File: src/design/sdbs_pkg.sv
// ----------------------------------------------------------------------------
// sdbs_pkg
// Shared types, constants and helpers of the sigma-delta background
// subtraction pipeline.
// ----------------------------------------------------------------------------
package sdbs_pkg;

  localparam int PIXELS    = 262144;
  localparam int IDX_W     = 18;
  localparam int PIX_W     = 8;
  localparam int AMP_W     = 4;
  localparam int ADDR_W    = (PIXELS > 1) ? $clog2(PIXELS) : 1;
  localparam int CFG_IDX_W = 2;
  localparam int CFG_DAT_W = 8;

  localparam logic [CFG_IDX_W-1:0] REG_AMP_FACTOR   = 2'd0;
  localparam logic [CFG_IDX_W-1:0] REG_VARIANCE_MIN = 2'd1;
  localparam logic [CFG_IDX_W-1:0] REG_VARIANCE_MAX = 2'd2;

  localparam logic [AMP_W-1:0] AMP_FACTOR_RST   = 4'd2;
  localparam logic [PIX_W-1:0] VARIANCE_MIN_RST = 8'd1;
  localparam logic [PIX_W-1:0] VARIANCE_MAX_RST = 8'd254;

  localparam logic FUNC_INIT   = 1'b0;
  localparam logic FUNC_UPDATE = 1'b1;

  typedef struct packed {
    logic             func;
    logic [IDX_W-1:0] pixel_index;
    logic [PIX_W-1:0] pixel_value;
  } in_item_t;

  typedef struct packed {
    logic             motion;
    logic [PIX_W-1:0] abs_difference;
  } out_item_t;

  // A write to the pixel stores that is still in flight or was just done.
  typedef struct packed {
    logic             we;
    logic [IDX_W-1:0] idx;
    logic [PIX_W-1:0] mean;
    logic [PIX_W-1:0] var_val;
  } wr_rec_t;

  typedef struct packed {
    logic             valid;
    logic             we;
    logic             func;
    logic [IDX_W-1:0] idx;
    logic [PIX_W-1:0] pix;
  } s1_t;

  typedef struct packed {
    logic             valid;
    logic             we;
    logic             func;
    logic [IDX_W-1:0] idx;
    logic [PIX_W-1:0] mean;
    logic [PIX_W-1:0] diff;
    logic [PIX_W-1:0] var_old;
  } s2_t;

  typedef struct packed {
    logic             valid;
    logic             we;
    logic             func;
    logic [IDX_W-1:0] idx;
    logic [PIX_W-1:0] mean;
    logic [PIX_W-1:0] diff;
    logic [PIX_W-1:0] var_val;
  } s3_t;

  function automatic logic [PIX_W-1:0] step_toward(input logic [PIX_W-1:0] cur,
                                                   input logic [PIX_W-1:0] tgt);
    logic [PIX_W-1:0] res;
    res = cur;
    if (cur < tgt) begin
      res = cur + 1'b1;
    end else if (cur > tgt) begin
      res = cur - 1'b1;
    end
    return res;
  endfunction

endpackage

File: src/design/sdbs_var_stage.sv
// ----------------------------------------------------------------------------
// sdbs_var_stage
// Scales the difference by the gain, steps the variance toward it and
// clamps the result to the configured window; an init request loads variance_min.
// ----------------------------------------------------------------------------
module sdbs_var_stage (
  input  logic                       clk,
  input  logic                       rst_n,
  input  logic                       adv,
  input  sdbs_pkg::s2_t              s2_i,
  input  sdbs_pkg::wr_rec_t          fwd_d,
  input  logic [sdbs_pkg::AMP_W-1:0] amp_factor,
  input  logic [sdbs_pkg::PIX_W-1:0] variance_min,
  input  logic [sdbs_pkg::PIX_W-1:0] variance_max,
  output sdbs_pkg::s3_t              s3_o
);
  import sdbs_pkg::*;

  localparam int PROD_W = PIX_W + AMP_W;

  s3_t               s3_r;
  s3_t               s3_nxt;
  logic [PIX_W-1:0]  var_cur;
  logic [PROD_W-1:0] prod;
  logic [PIX_W-1:0]  target;
  logic [PIX_W-1:0]  var_step;
  logic [PIX_W-1:0]  var_hi;
  logic [PIX_W-1:0]  var_clamp;

  assign var_cur = (fwd_d.we && (fwd_d.idx == s2_i.idx)) ? fwd_d.var_val : s2_i.var_old;

  always_comb begin
    prod      = PROD_W'(s2_i.diff) * PROD_W'(amp_factor);
    target    = (prod > PROD_W'(8'hFF)) ? 8'hFF : prod[PIX_W-1:0];
    var_step  = step_toward(var_cur, target);
    var_hi    = (var_step > variance_max) ? variance_max : var_step;
    var_clamp = (var_hi < variance_min) ? variance_min : var_hi;

    s3_nxt.valid   = s2_i.valid;
    s3_nxt.we      = s2_i.we;
    s3_nxt.func    = s2_i.func;
    s3_nxt.idx     = s2_i.idx;
    s3_nxt.mean    = s2_i.mean;
    s3_nxt.diff    = s2_i.diff;
    s3_nxt.var_val = (s2_i.func == FUNC_INIT) ? variance_min : var_clamp;
  end

  always_ff @(posedge clk) begin
    if (!rst_n) begin
      s3_r.valid <= 1'b0;
    end else if (adv) begin
      s3_r <= s3_nxt;
    end
  end

  assign s3_o = s3_r;

endmodule

File: config.mk
export PLATFORM = sky130hd
export DESIGN_NAME = sdbs_var_stage
export DESIGN_NICKNAME = d
export VERILOG_FILES = /design/src/design/sdbs_pkg.sv /design/src/design/sdbs_var_stage.sv
export SDC_FILE = /design/constraint.sdc
export NUM_CORES = 1
export LEC_CHECK = 0
export BUFFER_PORTS_ARGS = -buffer_cell sky130_fd_sc_hd__buf_2
export CAP_MARGIN = 20
export CORE_ASPECT_RATIO = 0.7
export CORE_MARGIN = 10
export CORE_UTILIZATION = 45
export CTS_CLUSTER_DIAMETER = 60
export DETAILED_ROUTE_END_ITERATION = 10
export GPL_ROUTABILITY_DRIVEN = 0
export PLACE_DENSITY = 0.81
export SKIP_LAST_GASP = 1
export SLEW_MARGIN = 25
export SYNTH_ARGS = -nofsm -noshare
export SYNTH_HDL_FRONTEND = slang
export SYNTH_SLANG_ARGS = --single-unit
File: constraint.sdc
create_clock -name clk -period 20.4 [get_ports clk]
set_input_delay 0 -clock clk [delete_from_list [all_inputs] [get_ports clk]]
set_output_delay 0 -clock clk [all_outputs]
set_load 0.01 [all_outputs]
* Word level (Yosys, flattened, before mapping) *
Cells that the tools add are included.

word-level totals
  word-level logic and storage cells = 25
  input bits = 103
  output and inout port bits = 45
  register bits after elaboration = 45

operators by class
  multipliers = 1
  eq/ne operators = 1
  order comparisons = 5
  reduce and logical (&&, ||, !) cells = 2
  add/subtract/negate cells = 2
  multiplexer cells = 7

operators by type and width
  kind                                                                               count
  8-bit two-way mux                                                                  7
  18-bit equality test                                                               1
  8-bit greater-than comparator                                                      2
  8-bit < comparator                                                                 2
  12-bit by 8-bit greater-than comparator with 1-bit output (second input constant)  1
  8-bit by 4-bit multiplier with 12-bit output                                       1
  8-bit by 1-bit adder with 8-bit output (second input constant)                     1
  8-bit by 1-bit subtractor with 8-bit output (second input constant)                1
  2-bit AND reduction                                                                1
  1-bit logical AND                                                                  1

* Logic depth before layout (Yosys ltp) *
  depth in word-level cells = 11
  mapped depth = 38
  mapped depth without buffers = 37

* Worst setup path after synthesis *
Ideal clock, no wire load.

  path type = in2reg
  start = in s2_i[8] in the netlist's numbering
  end = reg s3_r, in the netlist s3_o[0], data pin
  library setup time = 0.260 ns
  data required time = 20.140 ns
  arrival time = 7.639 ns
  path buffers = 1
  cell stages on the path = 37
  setup slack = 12.501 ns
  path through = nand2_1 -> fa_1 -> fa_1 -> inv_1 -> ha_1 -> a21o_1 -> a21oi_1 -> o21bai_1 -> a21oi_1 -> nor2_1 -> o21a_1 -> a211o_1 -> nor2_1 -> ha_1 -> nor2b_1 -> o211ai_1 -> a21o_1 -> a21boi_0 -> a311o_1 -> a21oi_1 -> nor2_1 -> ha_1 -> a21oi_1 -> o21ai_0 -> mux2_2 -> o31ai_1 -> clkbuf_1 -> nor2_1 -> a31o_2 -> ha_1 -> a21oi_1 -> nor2_1 -> a211o_1 -> or4b_1 -> o22ai_2 -> a211oi_4 -> mux2_2

RTL lines
  element                 RTL line              text
  start: declaration      sdbs_var_stage.sv:10  input sdbs_pkg::s2_t s2_i,
  end signal: assignment  sdbs_var_stage.sv:52  s3_r <= s3_nxt;
  end: declaration        sdbs_var_stage.sv:21  s3_t s3_r;

==> key figures <==
Power and ir drop
  • Clock power frac: between 20% and 30%
  • Sw frac: 33.1%
  • NetSw: 0.000105 W
  • PwrDens: 60.9 nW/µm²
  • Leak pwr: 2.38 nW
  • IR drop worst, VDD: ~0.000029 V
  • Pint: 0.000213 W
  • Logic gate share of total power: between 30% and 40%
  • Seq pwr share: 34.9%

CTS
  • Clock buffer count from CTS: 5
  • CTS tree: done
  • H-tree depth: 2
  • Clock sinks: 45
  • Clock Latency Late Sink: between 0.2 and 0.3 ns
  • Worst-path clk slew: 0.07 ns
  • Clk root buf: clkbuf_16
  • Max Buffers Root-to-Sink: 2
  • Setup bufs post-CTS: 0
  • Count of cells resized by post-cts repair: 0

Global route
  • First-pass GRT wire length: 18,700 µm
  • Grt total ovfl: 0
  • Initial antenna violation count: 0
  • Pin count of the biggest net entering global routing: 45
  • Number of global-route vias before repair: roughly 3,700
  • GRT Util Overall: 18.0%

Timing
  • Fin. max-slew vios: 0
  • Final setup vio count: 0
  • Slew headroom: 57.8%
  • Measured slew at the worst slew-check pin: between 0.6 and 0.7 ns
  • RSZ-0062 raised after global routing: false
  • Fmax achieved: between 100 and 150 MHz
  • Final hold vios: 0
  • Post-layout min period: ~9.5 ns
  • Worst Skew: 0 ns
  • Tcrit/Tclk final: 46.5%
  • Setup TNS: 0 ns

Critical path
  • CP Capture Type: flop
  • CP max stage cell: o311ai_0
  • Cell mode on critical path: ha_1
  • Largest stage delay on the critical path: 0.59 ns
  • Startpoint Class: input port
  • Critical path class: input port to flop
  • Crit-path max FO: 8
  • CP arrival: 9.53 ns
  • WP data required: 20.44 ns

Floorplan
  • I/O Pins: 148
  • Die ar.: around 13,000 µm²
  • Core Rows: 28
  • CORE AREA: 8410 µm²
  • Die X: 131 µm
  • Initial Util: 46.0%
  • Chip Height: 97.5 µm

Worst hold path
  • Worst Hold Class: input port to flop

Routing
  • Initial DRC Count: about 300
  • Final WL: 11,900 µm
  • Routed Antenna Nets: 0
  • DR pass1 iterations: 6
  • WL/cell: 18.1 µm
  • Remaining DRCs: 0
  • Detail-routed via count per cell: 5.55
  • Routed via count: 3,659

Placement
  • Total placed cells including tap cells: 613
  • Dpl hpwl: 9320 µm
  • Port bufs: ~140

Yosys
  • Post-synth EDFFs: 44
  • Number of synthesized register bits: 45
  • Primary FF master, synth: edfxtp_1
  • Mapped Cells: 370
  • Synth warn: 0
  • Sequential element share of the synthesized area: 34.7%
  • Synthesized area: 3860 µm²
  • Mapped Nets: 526
  • Synth cell types: 54
  • Syn Area/Cell: 10.4 µm²
  • Ys async rst share: 0%

Cells and area
  • Syn-to-layout area delta: 35.2%
  • Non-filler cells, final: 659
  • Antenna cell count: 0
  • Final nets: ~710
  • Share of cells above drive strength 1: 31.2%
  • Max FFs per register: 45

Outcome
  • Status: finished, final reports clean

Run
  • Max_cap viols: 0
-- cells in the final DEF, fill, tap and decap left out, types with 3 or more instances in the layout --
cell           count
a211oi_1           3
o21bai_1           3
edfxtp_1          44
inv_1             36
a211o_1            3
a21oi_1           17
mux2_2            14
o211ai_1           6
o21ai_0            6
clkbuf_16          5
o21a_1             4
xor2_1             3
nor3_1             6
nand3_1            9
nand4b_1           3
nand4_1           14
nor2b_1            3
and4_1             4
fa_1              12
and2_1            27
buf_2            139
xnor2_1           23
ha_1              41
a21o_1             9
dlygate4sd3_1     38
nor2_1            24
nand2_1           16
-- Yosys cell counts (all sizes together) (3+ instances only) --
cell     n  share of area (%)
a211o    3               0.68
a211oi   4                1.1
a21o     9                1.7
a21oi   18                2.4
and2    28                4.5
and4     4               0.91
edfxtp  44                 34
fa      12                6.2
ha      41                 13
inv     36                3.5
mux2    16                4.9
mux2i    3                1.1
nand2   17                1.7
nand3    9                1.2
nand4   14                2.3
nand4b   3               0.68
nor2    24                2.3
nor2b    3               0.49
nor3     7                1.0
o211ai   6                1.2
o21a     4               0.78
o21ai    6               0.78
o21bai   3               0.58
xnor2   23                5.2
xor2     3               0.68
-- critical path: cells and delay by family --
kind	cells	cell delay (ns)
multiplexers	2	0.57
AO/OA/AOI/OAI	20	4.54
buffers and inverters	4	0.85
AND/OR/NAND/NOR	5	1.07
adder cells (fa/ha/maj)	6	2.36
XOR/XNOR	1	0.16
-- area by class of cell --
cell class / instances / area [µm²]
Clock inverter: 3 / 28.8
Fill cell: 673 / 3180
Inverter: 36 / 135
Timing Repair Buffer: 178 / 1080
Sequential cell: 45 / 1340
Clock buffer: 5 / 125
Multi-Input combinational cell: 287 / 2380
Tap cell: 105 / 131
-- power by group through the flow --
stage,clock [W],combinational (W),sequential [W]
after floorplan,0,0.0000712,0.000117
after global placement,0,0.000108,0.000113
after detailed placement,0,0.000113,0.000113
after CTS,0.0000870,0.000120,0.000111
after global routing,0.0000903,0.000134,0.000112
final,0.0000860,0.000121,0.000111
-- layer usage --
layer | track usage (%) | wire length (µm) | vias to the layer above
li1 | - | - | 1730
met1 | 21.4 | 4500 | 1726
met2 | 32.3 | 6180 | 175
met3 | 2.89 | 983 | 28
met4 | 5.20 | 231 | 0
met5 | 0 | 0 | -
-- metrics by stage --
stage          utilization, %  power (W)  hold WS (ns)  worst slack, ns  instance area [µm²]
5_1_grt                  62.1   0.000336        0.0451            10.34                 5220
3_5_place_dp             55.8   0.000226         0.179            11.33                 4690
3_3_place_gp             55.8   0.000220         0.178            11.61                 4690
2_1_floorplan               -   0.000188        0.0989            12.50                 3860
4_1_cts                  62.1   0.000318        0.0347            10.99                 5220
6_report                 62.1   0.000318        0.0353            10.91                 5220
-- kinds of logic (layout without fill, tap and decap cells) --
family | after synthesis | count (layout) | synth area share [%]
multiplexers | 19 | 19 | 5.96
XOR/XNOR | 26 | 26 | 5.89
AND/OR/NAND/NOR | 120 | 120 | 17.4
adder cells (fa/ha/maj) | 53 | 53 | 19.5
flip-flops | 45 | 45 | 34.7
AO/OA/AOI/OAI | 69 | 69 | 12.8
buffers and inverters | 38 | 222 | 3.79
-- final timing paths --
check,endpoint,slack [ns],startpoint,cells after the start
setup reg to reg,s3_o[44],19.17,s3_o[44],3
hold / removal,s3_o[4],0.04,variance_min[4],2
setup / recovery,s3_o[7],10.91,s2_i[9],38
hold reg to reg,s3_o[44],1.16,s3_o[44],3
-- timing repair --
action / 4_1_cts / 5_1_grt
hold endpoints to repair: 37 / 0
endpoints found under the setup margin: 0 / 0
hold buffers: 38 / 0
No activity file was read; power rests on OpenSTA's default activity.
