--- config.mk ---
export PLATFORM = sky130hd
export DESIGN_NAME = sdbs_mean_stage
export DESIGN_NICKNAME = d
export VERILOG_FILES = /design/src/design/sdbs_pkg.sv /design/src/design/sdbs_mean_stage.sv
export SDC_FILE = /design/constraint.sdc
export NUM_CORES = 1
export LEC_CHECK = 0
export BUFFER_PORTS_ARGS = -buffer_cell sky130_fd_sc_hd__buf_2
export CAP_MARGIN = 20
export CORE_UTILIZATION = 48
export CTS_BUF_LIST = sky130_fd_sc_hd__clkbuf_4
export DETAILED_ROUTE_END_ITERATION = 8
export GPL_ROUTABILITY_DRIVEN = 1
export HOLD_SLACK_MARGIN = 0.08
export PLACE_DENSITY_LB_ADDON = 0.05
export SLEW_MARGIN = 15
export SYNTH_ARGS = -nofsm -noshare
export SYNTH_HDL_FRONTEND = slang
export SYNTH_SLANG_ARGS = --single-unit
--- constraint.sdc ---
create_clock -name clk -period 6.4 [get_ports clk]
set_input_delay 0.32 -clock clk [delete_from_list [all_inputs] [get_ports clk]]
set_output_delay 0.32 -clock clk [all_outputs]
set_load 0.01 [all_outputs]
--- src/design/sdbs_pkg.sv ---
// ----------------------------------------------------------------------------
// sdbs_pkg
// Shared types, constants and helpers of the sigma-delta background
// subtraction pipeline.
// ----------------------------------------------------------------------------
package sdbs_pkg;

  localparam int PIXELS    = 262144;
  localparam int IDX_W     = 18;
  localparam int PIX_W     = 8;
  localparam int AMP_W     = 4;
  localparam int ADDR_W    = (PIXELS > 1) ? $clog2(PIXELS) : 1;
  localparam int CFG_IDX_W = 2;
  localparam int CFG_DAT_W = 8;

  localparam logic [CFG_IDX_W-1:0] REG_AMP_FACTOR   = 2'd0;
  localparam logic [CFG_IDX_W-1:0] REG_VARIANCE_MIN = 2'd1;
  localparam logic [CFG_IDX_W-1:0] REG_VARIANCE_MAX = 2'd2;

  localparam logic [AMP_W-1:0] AMP_FACTOR_RST   = 4'd2;
  localparam logic [PIX_W-1:0] VARIANCE_MIN_RST = 8'd1;
  localparam logic [PIX_W-1:0] VARIANCE_MAX_RST = 8'd254;

  localparam logic FUNC_INIT   = 1'b0;
  localparam logic FUNC_UPDATE = 1'b1;

  typedef struct packed {
    logic             func;
    logic [IDX_W-1:0] pixel_index;
    logic [PIX_W-1:0] pixel_value;
  } in_item_t;

  typedef struct packed {
    logic             motion;
    logic [PIX_W-1:0] abs_difference;
  } out_item_t;

  // A write to the pixel stores that is still in flight or was just done.
  typedef struct packed {
    logic             we;
    logic [IDX_W-1:0] idx;
    logic [PIX_W-1:0] mean;
    logic [PIX_W-1:0] var_val;
  } wr_rec_t;

  typedef struct packed {
    logic             valid;
    logic             we;
    logic             func;
    logic [IDX_W-1:0] idx;
    logic [PIX_W-1:0] pix;
  } s1_t;

  typedef struct packed {
    logic             valid;
    logic             we;
    logic             func;
    logic [IDX_W-1:0] idx;
    logic [PIX_W-1:0] mean;
    logic [PIX_W-1:0] diff;
    logic [PIX_W-1:0] var_old;
  } s2_t;

  typedef struct packed {
    logic             valid;
    logic             we;
    logic             func;
    logic [IDX_W-1:0] idx;
    logic [PIX_W-1:0] mean;
    logic [PIX_W-1:0] diff;
    logic [PIX_W-1:0] var_val;
  } s3_t;

  function automatic logic [PIX_W-1:0] step_toward(input logic [PIX_W-1:0] cur,
                                                   input logic [PIX_W-1:0] tgt);
    logic [PIX_W-1:0] res;
    res = cur;
    if (cur < tgt) begin
      res = cur + 1'b1;
    end else if (cur > tgt) begin
      res = cur - 1'b1;
    end
    return res;
  endfunction

endpackage

--- src/design/sdbs_mean_stage.sv ---
// ----------------------------------------------------------------------------
// sdbs_mean_stage
// Resolves the stored model of the pixel against writes still in flight,
// steps the mean toward the pixel (an init request loads it) and forms the absolute difference.
// ----------------------------------------------------------------------------
module sdbs_mean_stage (
  input  logic                       clk,
  input  logic                       rst_n,
  input  logic                       adv,
  input  sdbs_pkg::s1_t              s1_i,
  input  logic [sdbs_pkg::PIX_W-1:0] rd_mean,
  input  logic [sdbs_pkg::PIX_W-1:0] rd_var,
  input  sdbs_pkg::wr_rec_t          fwd_c,
  input  sdbs_pkg::wr_rec_t          fwd_b,
  input  sdbs_pkg::wr_rec_t          fwd_a,
  output sdbs_pkg::s2_t              s2_o
);
  import sdbs_pkg::*;

  s2_t              s2_r;
  s2_t              s2_nxt;
  logic             hit_c;
  logic             hit_b;
  logic             hit_a;
  logic [PIX_W-1:0] mean_cur;
  logic [PIX_W-1:0] var_cur;
  logic [PIX_W-1:0] mean_new;

  assign hit_c = fwd_c.we && (fwd_c.idx == s1_i.idx);
  assign hit_b = fwd_b.we && (fwd_b.idx == s1_i.idx);
  assign hit_a = fwd_a.we && (fwd_a.idx == s1_i.idx);

  always_comb begin
    // The youngest write wins. The variance of the item one stage ahead is
    // not known yet; the next stage checks it.
    priority if (hit_c) begin
      mean_cur = fwd_c.mean;
    end else if (hit_b) begin
      mean_cur = fwd_b.mean;
    end else if (hit_a) begin
      mean_cur = fwd_a.mean;
    end else begin
      mean_cur = rd_mean;
    end
    priority if (hit_b) begin
      var_cur = fwd_b.var_val;
    end else if (hit_a) begin
      var_cur = fwd_a.var_val;
    end else begin
      var_cur = rd_var;
    end
  end

  always_comb begin
    s2_nxt.valid   = s1_i.valid;
    s2_nxt.we      = s1_i.we;
    s2_nxt.func    = s1_i.func;
    s2_nxt.idx     = s1_i.idx;
    s2_nxt.var_old = var_cur;
    mean_new       = step_toward(mean_cur, s1_i.pix);
    if (s1_i.func == FUNC_INIT) begin
      s2_nxt.mean = s1_i.pix;
      s2_nxt.diff = '0;
    end else begin
      s2_nxt.mean = mean_new;
      s2_nxt.diff = (mean_new > s1_i.pix) ? (mean_new - s1_i.pix) : (s1_i.pix - mean_new);
    end
    if (!s1_i.we) begin
      s2_nxt.diff = '0;
    end
  end

  always_ff @(posedge clk) begin
    if (!rst_n) begin
      s2_r.valid <= 1'b0;
    end else if (adv) begin
      s2_r <= s2_nxt;
    end
  end

  assign s2_o = s2_r;

endmodule

Word-level counts from Yosys, hierarchy flattened
Index checks and enable logic that the tools add are counted.
Widths: inputs -> output; s select.

operators by class
  $add $sub $neg = 4
  $lt $le $gt $ge = 3
  eq/ne operators = 3
  multiplexer cells = 9
  reduce and logical (&&, ||, !) cells = 5

operators with widths
  cell                 number
  $mux 8               8
  $eq 18x18->1         3
  $gt 8x8->1           2
  $mux 16              1
  $sub 8x8->8          2
  $add 8x1->8 const B  1
  $lt 8x8->1           1
  $sub 8x1->8 const B  1
  $reduce_and 2->1     2
  $logic_and 1x1->1    3

storage, ports and cells
  bits in registers = 45
  output and inout port bits = 45
  word-level logic and storage cells = 31

Longest topological paths before layout
Gate-level depths: netlist (run 1).

  depth after elaboration = 11
  gate-level depth with buffers = 31
  mapped depth without buffers = 28

Least setup slack after synthesis (run 1)
Ideal clock, no wire load.

  kind = in2reg
  start point = input s1_i[12] in the netlist's numbering
  end point = register s2_r, in the netlist s2_o[15], data pin
  library setup time = 0.263 ns
  data arrival time = 5.607 ns
  required time = 6.137 ns
  setup slack = 0.530 ns
  cell stages on the path = 28
  path through = xnor2_1 > nand3_1 > or3_4 > or3_1 > buf_2 > o21ai_0 > o21ai_0 > ha_1 > nand2_1 > o21ai_0 > nor2_1 > nor2b_1 > o211a_4 > nor4b_4 > mux2i_1 > xor2_1 > inv_1 > ha_1 > clkbuf_1 > nand2_1 > nor3_1 > or2_2 > clkbuf_1 > o21ai_0 > a221oi_1 > o21ai_1 > nor3_1 > nor3b_2

on the way
  word-level cells in the longest chain between the ends = 10
  elaborated cells on any way between the ends = 19
  classes of those cells = 4 x add/sub; 3 x order compare; 3 x eq/ne; 6 x mux; 3 x reduce/logical

ends and longest elaborated chain
  element                                    line                            RTL
  from (decl)                                sdbs_mean_stage.sv:10           input sdbs_pkg::s1_t s1_i,
  $eq 18x18->1                               sdbs_mean_stage.sv:31           assign hit_a = fwd_a.we && (fwd_a.idx == s1_i.idx);
  $logic_and 1x1->1                          sdbs_mean_stage.sv:31
  $mux 8                                     sdbs_mean_stage.sv:40           end else if (hit_a) begin
  $mux 8                                     sdbs_mean_stage.sv:38           end else if (hit_b) begin
  $mux 8 *                                   sdbs_mean_stage.sv:36           priority if (hit_c) begin
  $sub 8x1->8 or $gt 8x8->1 (tied branches)  sdbs_pkg.sv:81, sdbs_pkg.sv:80
  $mux 8                                     sdbs_pkg.sv:80                  end else if (cur > tgt) begin
  $mux 8 *                                   sdbs_pkg.sv:78                  if (cur < tgt) begin
  $sub 8x8->8 or $gt 8x8->1 (tied branches)  sdbs_mean_stage.sv:66           s2_nxt.diff = (mean_new > s1_i.pix) ? (mean_new - s1_i.pix) : (s1_i.pix - mean_new);
  $mux 8 *                                   sdbs_mean_stage.sv:66
  to (signal assigned)                       sdbs_mean_stage.sv:77           s2_r <= s2_nxt;
  to (decl)                                  sdbs_mean_stage.sv:20           s2_t s2_r;

Every way passes the cells marked *; elsewhere a longest branch is shown, timed or not.
A chain may end at the register's enable or synchronous reset.

Final worst setup path (run 1)
  start point = input s1_i[16] in the netlist's numbering
  end point = register s2_r, in the netlist s2_o[15], data pin

The elaborated chain is that of the path after synthesis.

==> summary.md, run 1 <==
| Metric | Value |
|---|---|
| Grt total ovfl | 0 |
| Worst-margin pin slew | 1040 ps |
| Worst-path maximum fanout | 7 |
| Commonest cells after routing, fill and taps aside | 189 x buf_2, 48 x xnor2_1, 44 x edfxtp_1, 30 x nor2_1 |
| Leakage Power | between 2 and 2.5 nW |
| CP max stage delay | roughly 500 ps |
| Antenna violations before repair | 0 |
| Seq/Total Area, Yosys | roughly a third |
| Peak Freq | 0.167 GHz |
| GR Util All Layers | 27.7% |
| Initial core utilization | 49.7% |
| Detailed-router iteration count before antenna repair | 4 |
| Cells after synthesis | 403 |
| Fin util | about two thirds |
| IO Count | 198 |
| Die span in y | between 90 and 100 um |
| Slew headroom | 30.7% |
| Post-route setup TNS | 0 ps |
| Placer Congestion | ~0.9 |
| Hold Path Depth | 1 |
| Vias in the first global route | 3784 |
| Skew final | 0 ps |
| Tmin final | around 6000 ps |
| Vias | 3883 |
| Area of the multi-input gates | between 2000 and 2500 sq um |
| Synth Net Count | roughly 580 |
| Outcome | finished clean |
| Setup crit end kind | flip-flop |
| Synth Warn # | 0 |
| Slew Viols, Final | 0 |
| Setup ws final | 416 ps |
| P&R area growth vs syn | 34.4% |
| Ys async rst share | 0% |
| Total power | 0.000816 W |
| Row count | 32 |
| Die area | roughly 8400 sq um |
| Final Hold Fails | 0 |
| Routed len/inst | 15.8 um |
| Most used DFF post-synth | edfxtp_1 |
| Via-per-instance ratio | 5.40 |
| Clock root buffer | clkbuf_4 |
| Number of flops mapped to enable cells by yosys | 44 |
| FF-to-FF End | s2_o[44] |
| Clk sinks | 45 |
| Yosys reg bits | 45 |
| Worst-case clock buffer depth | 2 |
| Hold Crit Endpoint | s2_o[43] |
| Largest register FFs | between 40 and 50 |
| Power density cells | between 150 and 200 nW/um^2 |
| Fill cells | ~650 |
| Reg2reg start | s2_o[44] |
| Pin count of the biggest net entering global routing | between 40 and 50 |
| CTS tree | built |
| Hold WS | 170 ps |
| Worst Hold Class | in2reg |
| Commonest non-fill, non-tap cell in the layout | buf_2 |
| DIE WIDTH | 91.4 um |
| Unrepaired setup endpoints after global routing | no |
| TritonCTS buffer count | 5 |
| Period utilization | between 90% and 100% |
| Final setup fails | 0 |
| Average size of a mapped cell | ~9.5 sq um |
| Layout cells sized above 1 | 40.8% |
| Clock Pin Slew Worst Setup and Hold Paths | 130 ps |
| Drc violations | 0 |
| Worst EP arrival | between 6000 and 7000 ps |
| Antenna Diode Count | 0 |
| Final WL | 11400 um |
| Total Nets Final | 792 |
| Kind of critical path | in2reg |
| CP max-delay cell | or3_1 |
| Post-Place Setup Slack | 24.5 ps |
| Final ANT Viol Nets | 0 |
| First-pass GRT wire length | 18300 um |
| FF/Latch Area | 1340 sq um |
| Reg2reg setup slack | 5810 ps |
| Port bufs | 189 |
| Initial DRC count | between 150 and 200 |
| Worst-Skew Late Latency | 350 ps |
| CTS H-tree lvls | 2 |
| Core Box Area | 7730 sq um |
| Critical path launch point type | primary input |
| Synth cell types | 60 |
| Hold path start | s1_i[27] |
| WP data required | 6510 ps |
| Worst IR Drop VDD | 0.0967 mV |
| Post-DP HPWL | ~9500 um |
| Max-Cap Viols | 0 |
| Cell Area, Synth | between 3000 and 4000 sq um |
| Worst-case reg-to-reg path depth | 2 |
synthesized netlist by cell type, drive strengths merged (3+ instances only):
master	n	area, sq um
inv	21	78.8
or3	4	30.0
or2	5	31.3
a21boi	4	33.8
a31oi	4	31.3
o22ai	5	31.3
xor2	14	123
a21o	7	53.8
o21ai	15	90.1
mux2i	16	160
and4	8	70.1
nor3	8	40.0
nand2	29	109
nand3	9	45.0
nand4	22	138
a22o	3	26.3
nor2	30	113
xnor2	49	437
edfxtp	44	1320
a221oi	3	26.3
ha	22	275
and2	4	25.0
a21oi	29	145
clkbuf	9	33.8
buf	3	15.0
nor2b	3	18.8
metrics by stage:
| step | instance area (sq um) | cells |
|---|---|---|
| after floorplan | 3840 | 403 |
| after global placement | 5080 | 711 |
| after detailed placement | 5080 | 711 |
| after CTS | 5140 | 719 |
| after global routing | 5160 | 719 |
| final | 5160 | 719 |
power breakdown:
| group | internal, W | leakage, nW | switching, W |
|---|---|---|---|
| Combinational | 0.000148 | 1.89 | 0.000169 |
| Sequential | 0.000348 | 0.415 | 0.00000444 |
| Clock | 0.0000510 | 0.0338 | 0.0000948 |
worst max path at each step:
stage	startpoint	to	cells after the start
6_report	s1_i[16]	s2_o[15]	27
5_1_grt	s1_i[16]	s2_o[15]	28
4_1_cts	s1_i[16]	s2_o[13]	29
3_5_place_dp	s1_i[16]	s2_o[13]	29
3_3_place_gp	s1_i[21]	s2_o[15]	29
2_1_floorplan	s1_i[12]	s2_o[15]	28
routing by layer:
metal	vias to the layer above	GRT usage, %	wire length [um]
met5	-	0	0
met2	160	48.1	5430
met3	24	6.87	840
met1	1777	34.8	4920
li1	1922	-	-
met4	0	5.42	196
kinds of logic (layout without fill, tap and decap cells):
group / count (synthesis) / in the layout / synth area share, %
xor+xnor: 63 / 63 / 14.6
compound gates: 86 / 86 / 15.3
fa+ha+maj: 23 / 23 / 7.69
flops: 45 / 45 / 34.9
simple gates: 135 / 135 / 19.4
buf+inv: 33 / 247 / 3.32
mux: 18 / 18 / 4.76
what timing repair did:
item,4_1_cts,5_1_grt
setup endpoints to repair,0,3
resized for setup,0,6
buffers inserted,0,0
hold buffers,0,0
cell type report:
class,instances,share of cell area (%)
inverter,21,1.53
sequential,45,26.0
clock inverter,1,0.0728
tap,102,2.47
multi-input combinational,325,46.3
timing repair buffer,218,22.6
clock buffer,7,1.02
worst max-delay path, delay by kind of cell:
| family | cells | cell delay, ps |
|---|---|---|
| AND/OR/NAND/NOR | 12 | 2770 |
| XOR/XNOR | 2 | 330 |
| AO/OA/AOI/OAI | 9 | 1650 |
| adder cells (fa/ha/maj) | 2 | 740 |
| buffers and inverters | 2 | 290 |
Power figures use the tool's default switching activity.
==> run 2, diff against run 1 <==
- CAP_MARGIN: 20 -> 25
- CELL_PAD_IN_SITES_DETAIL_PLACEMENT: unset -> 2
- CELL_PAD_IN_SITES_GLOBAL_PLACEMENT: unset -> 2
- CORE_UTILIZATION: 48 -> 26
==> summary.md, run 2 (synthesis gave the netlist of run 1 again) <==
| Metric | Value |
|---|---|
| Setup ws final | 433 ps (+16.9 ps) |
| Period utilization | 93.2% (-0.26 points) |
| Port bufs | 189 (unchanged) |
| Placed Area | 5370 sq um (+5.7%) |
| Unrepaired setup endpoints after global routing | no |
| Vias in the first global route | 4303 (+14%) |
| First-pass GRT wire length | 23100 um (+27%) |
| Final WL | 15200 um (+33%) |
| Hold buffers post-CTS | 0 (unchanged) |
| Reg2reg setup slack | 5780 ps (-30 ps) |
| Final ANT Viol Nets | 0 (unchanged) |
| Critical Path Source | s1_i[12] |
| Worst Hold Class | in2reg |
| Critical path launch point type | primary input |
| Worst-case clock buffer depth | 2 (unchanged) |
| Routed len/inst | 18.4 um (+16%) |
| CTS H-tree lvls | 2 (unchanged) |
| Clk sinks | 45 (unchanged) |
| Via-per-instance ratio | 4.84 (-10%) |
| IO Count | 198 (unchanged) |
| Fill cells | 1664 (+160%) |
| Row count | 44 (+38%) |
| GR Util All Layers | 20.6% (-7.1 points) |
| DIE WIDTH | 124 um (+35%) |
| Slew headroom | 61.0% (+30 points) |
| Worst-case reg-to-reg path depth | 2 (unchanged) |
| Setup crit end kind | flip-flop |
| FF/Latch Area | 1340 sq um (unchanged) |
| Layout cells sized above 1 | 42.9% (+2.0 points) |
| Die span in y | 124 um (+35%) |
| Detailed-router iteration count before antenna repair | 4 (unchanged) |
| Slew Viols, Final | 0 (unchanged) |
| Peak Freq | 0.168 GHz (+0.28%) |
| Power density cells | 163 nW/um^2 (+3.4%) |
| Total Nets Final | 815 (+2.9%) |
| Skew final | 0 ps (unchanged) |
| Worst IR Drop VDD | 0.0668 mV (-31%) |
| Area of the multi-input gates | 2390 sq um (-0.16%) |
| Commonest cells after routing, fill and taps aside | 189 x buf_2, 51 x buf_4, 48 x xnor2_1, 44 x edfxtp_1, 30 x nor2_1 |
| Hold Crit Endpoint | s2_o[44] |
| Pin count of the biggest net entering global routing | 25 (-44%) |
| Vias | 3992 (+2.8%) |
| Worst EP arrival | 6120 ps (+20 ps) |
| Die area | 15300 sq um (+82%) |
| Worst-Skew Late Latency | 410 ps (+60 ps) |
| Clock Pin Slew Worst Setup and Hold Paths | 160 ps (+30 ps) |
| Final setup fails | 0 (unchanged) |
| Initial DRC count | 123 (-29%) |
| Hold Path Depth | 2 (+1) |
| CTS tree | built |
| Initial core utilization | 26.5% (-23 points) |
| Final Hold Fails | 0 (unchanged) |
| TritonCTS buffer count | 5 (unchanged) |
| Hold path start | rst_n |
| FF-to-FF End | s2_o[44] |
| Largest register FFs | 45 (unchanged) |
| Worst-margin pin slew | 585 ps (-455 ps) |
| Drc violations | 0 (unchanged) |
| Worst-path maximum fanout | 6 (-1) |
| Max-Cap Viols | 0 (unchanged) |
| Post-Place Setup Slack | -202 ps (-227 ps) |
| Commonest non-fill, non-tap cell in the layout | buf_2 |
| Placer Congestion | 0.857 (-6.0%) |
| Clock root buffer | clkbuf_4 |
| Kind of critical path | in2reg |
| Leakage Power | 2.46 nW (+5.2%) |
| WP data required | 6550 ps (+40 ps) |
| Outcome | finished clean |
| P&R area growth vs syn | 42.3% |
| Post-DP HPWL | 13100 um (+38%) |
| Tmin final | 5970 ps (-16.9 ps) |
| Fin area | 5460 sq um (+5.9%) |
| Reg2reg start | s2_o[44] |
| Grt total ovfl | 0 (unchanged) |
| Antenna violations before repair | 1 (+1) |
| Core Box Area | 14500 sq um (+87%) |
==> run 2: what timing repair did <==
| item | in CTS | in global routing |
|---|---|---|
| buffers inserted | 0 | 0 |
| resized for setup | 0 | 6 |
| endpoints found under the setup margin | 0 | 6 |
==> run 2: layer usage <==
metal / routed length [um] / part of all wire (%) / vias to the layer above / track usage, %
met5: 0 / 0 / - / 0
met4: 187 / 1.2 / 0 / 5.05
met3: 649 / 4.3 / 11 / 3.60
met2: 7410 / 49 / 112 / 36.5
met1: 6920 / 46 / 1901 / 25.6
li1: - / - / 1968 / -
==> run 2: cell type report <==
class	count	share of cell area, %
antenna	1	0.0458
clock buffer	5	0.687
clock inverter	2	0.641
inverter	21	1.44
multi-input combinational	325	43.7
sequential	45	24.6
tap	184	4.22
timing repair buffer	241	24.7
==> run 2: critical path, cell delays in order <==
cell and delay (ps):
buf_2 140, xnor2_1 180, nand3_1 180, or3_4 430, or3_1 520, buf_4 200, a211oi_1 370, a21o_1 160
ha_1 140, nand4_1 110, or2_2 350, nor2_1 180, xor2_1 250, ha_1 190, inv_1 60, fa_1 390
a21o_1 170, a21o_1 200, a21oi_1 190, o21ai_0 120, a21oi_2 220, or2_2 150, o21ai_0 80, a221oi_1 330
o21ai_1 160, nor3_1 240, nor3b_2 70
==> run 2: worst max-delay path by stage <==
stage,endpoint
after floorplan,s2_o[15]
after global placement,s2_o[15]
after detailed placement,s2_o[15]
after CTS,s2_o[15]
after global routing,s2_o[15]
final,s2_o[15]
==> run 2: metrics by stage <==
step	power, W	TNS [ps]	hold WS, ps	std cells	util, %
2_1_floorplan	0.000534	0	419	403	-
3_3_place_gp	0.000691	-24.8	497	816	37.1
3_5_place_dp	0.000706	-607	527	816	37.1
4_1_cts	0.000904	0	93.4	823	37.6
5_1_grt	0.000947	0	106	824	37.7
6_report	0.000893	0	122	824	37.7
==> run 2: power by group <==
part	switching (W)	total (W)	internal (W)
Clock	0.000114	0.000193	0.0000797
Sequential	0.00000483	0.000353	0.000348
Combinational	0.000184	0.000347	0.000163
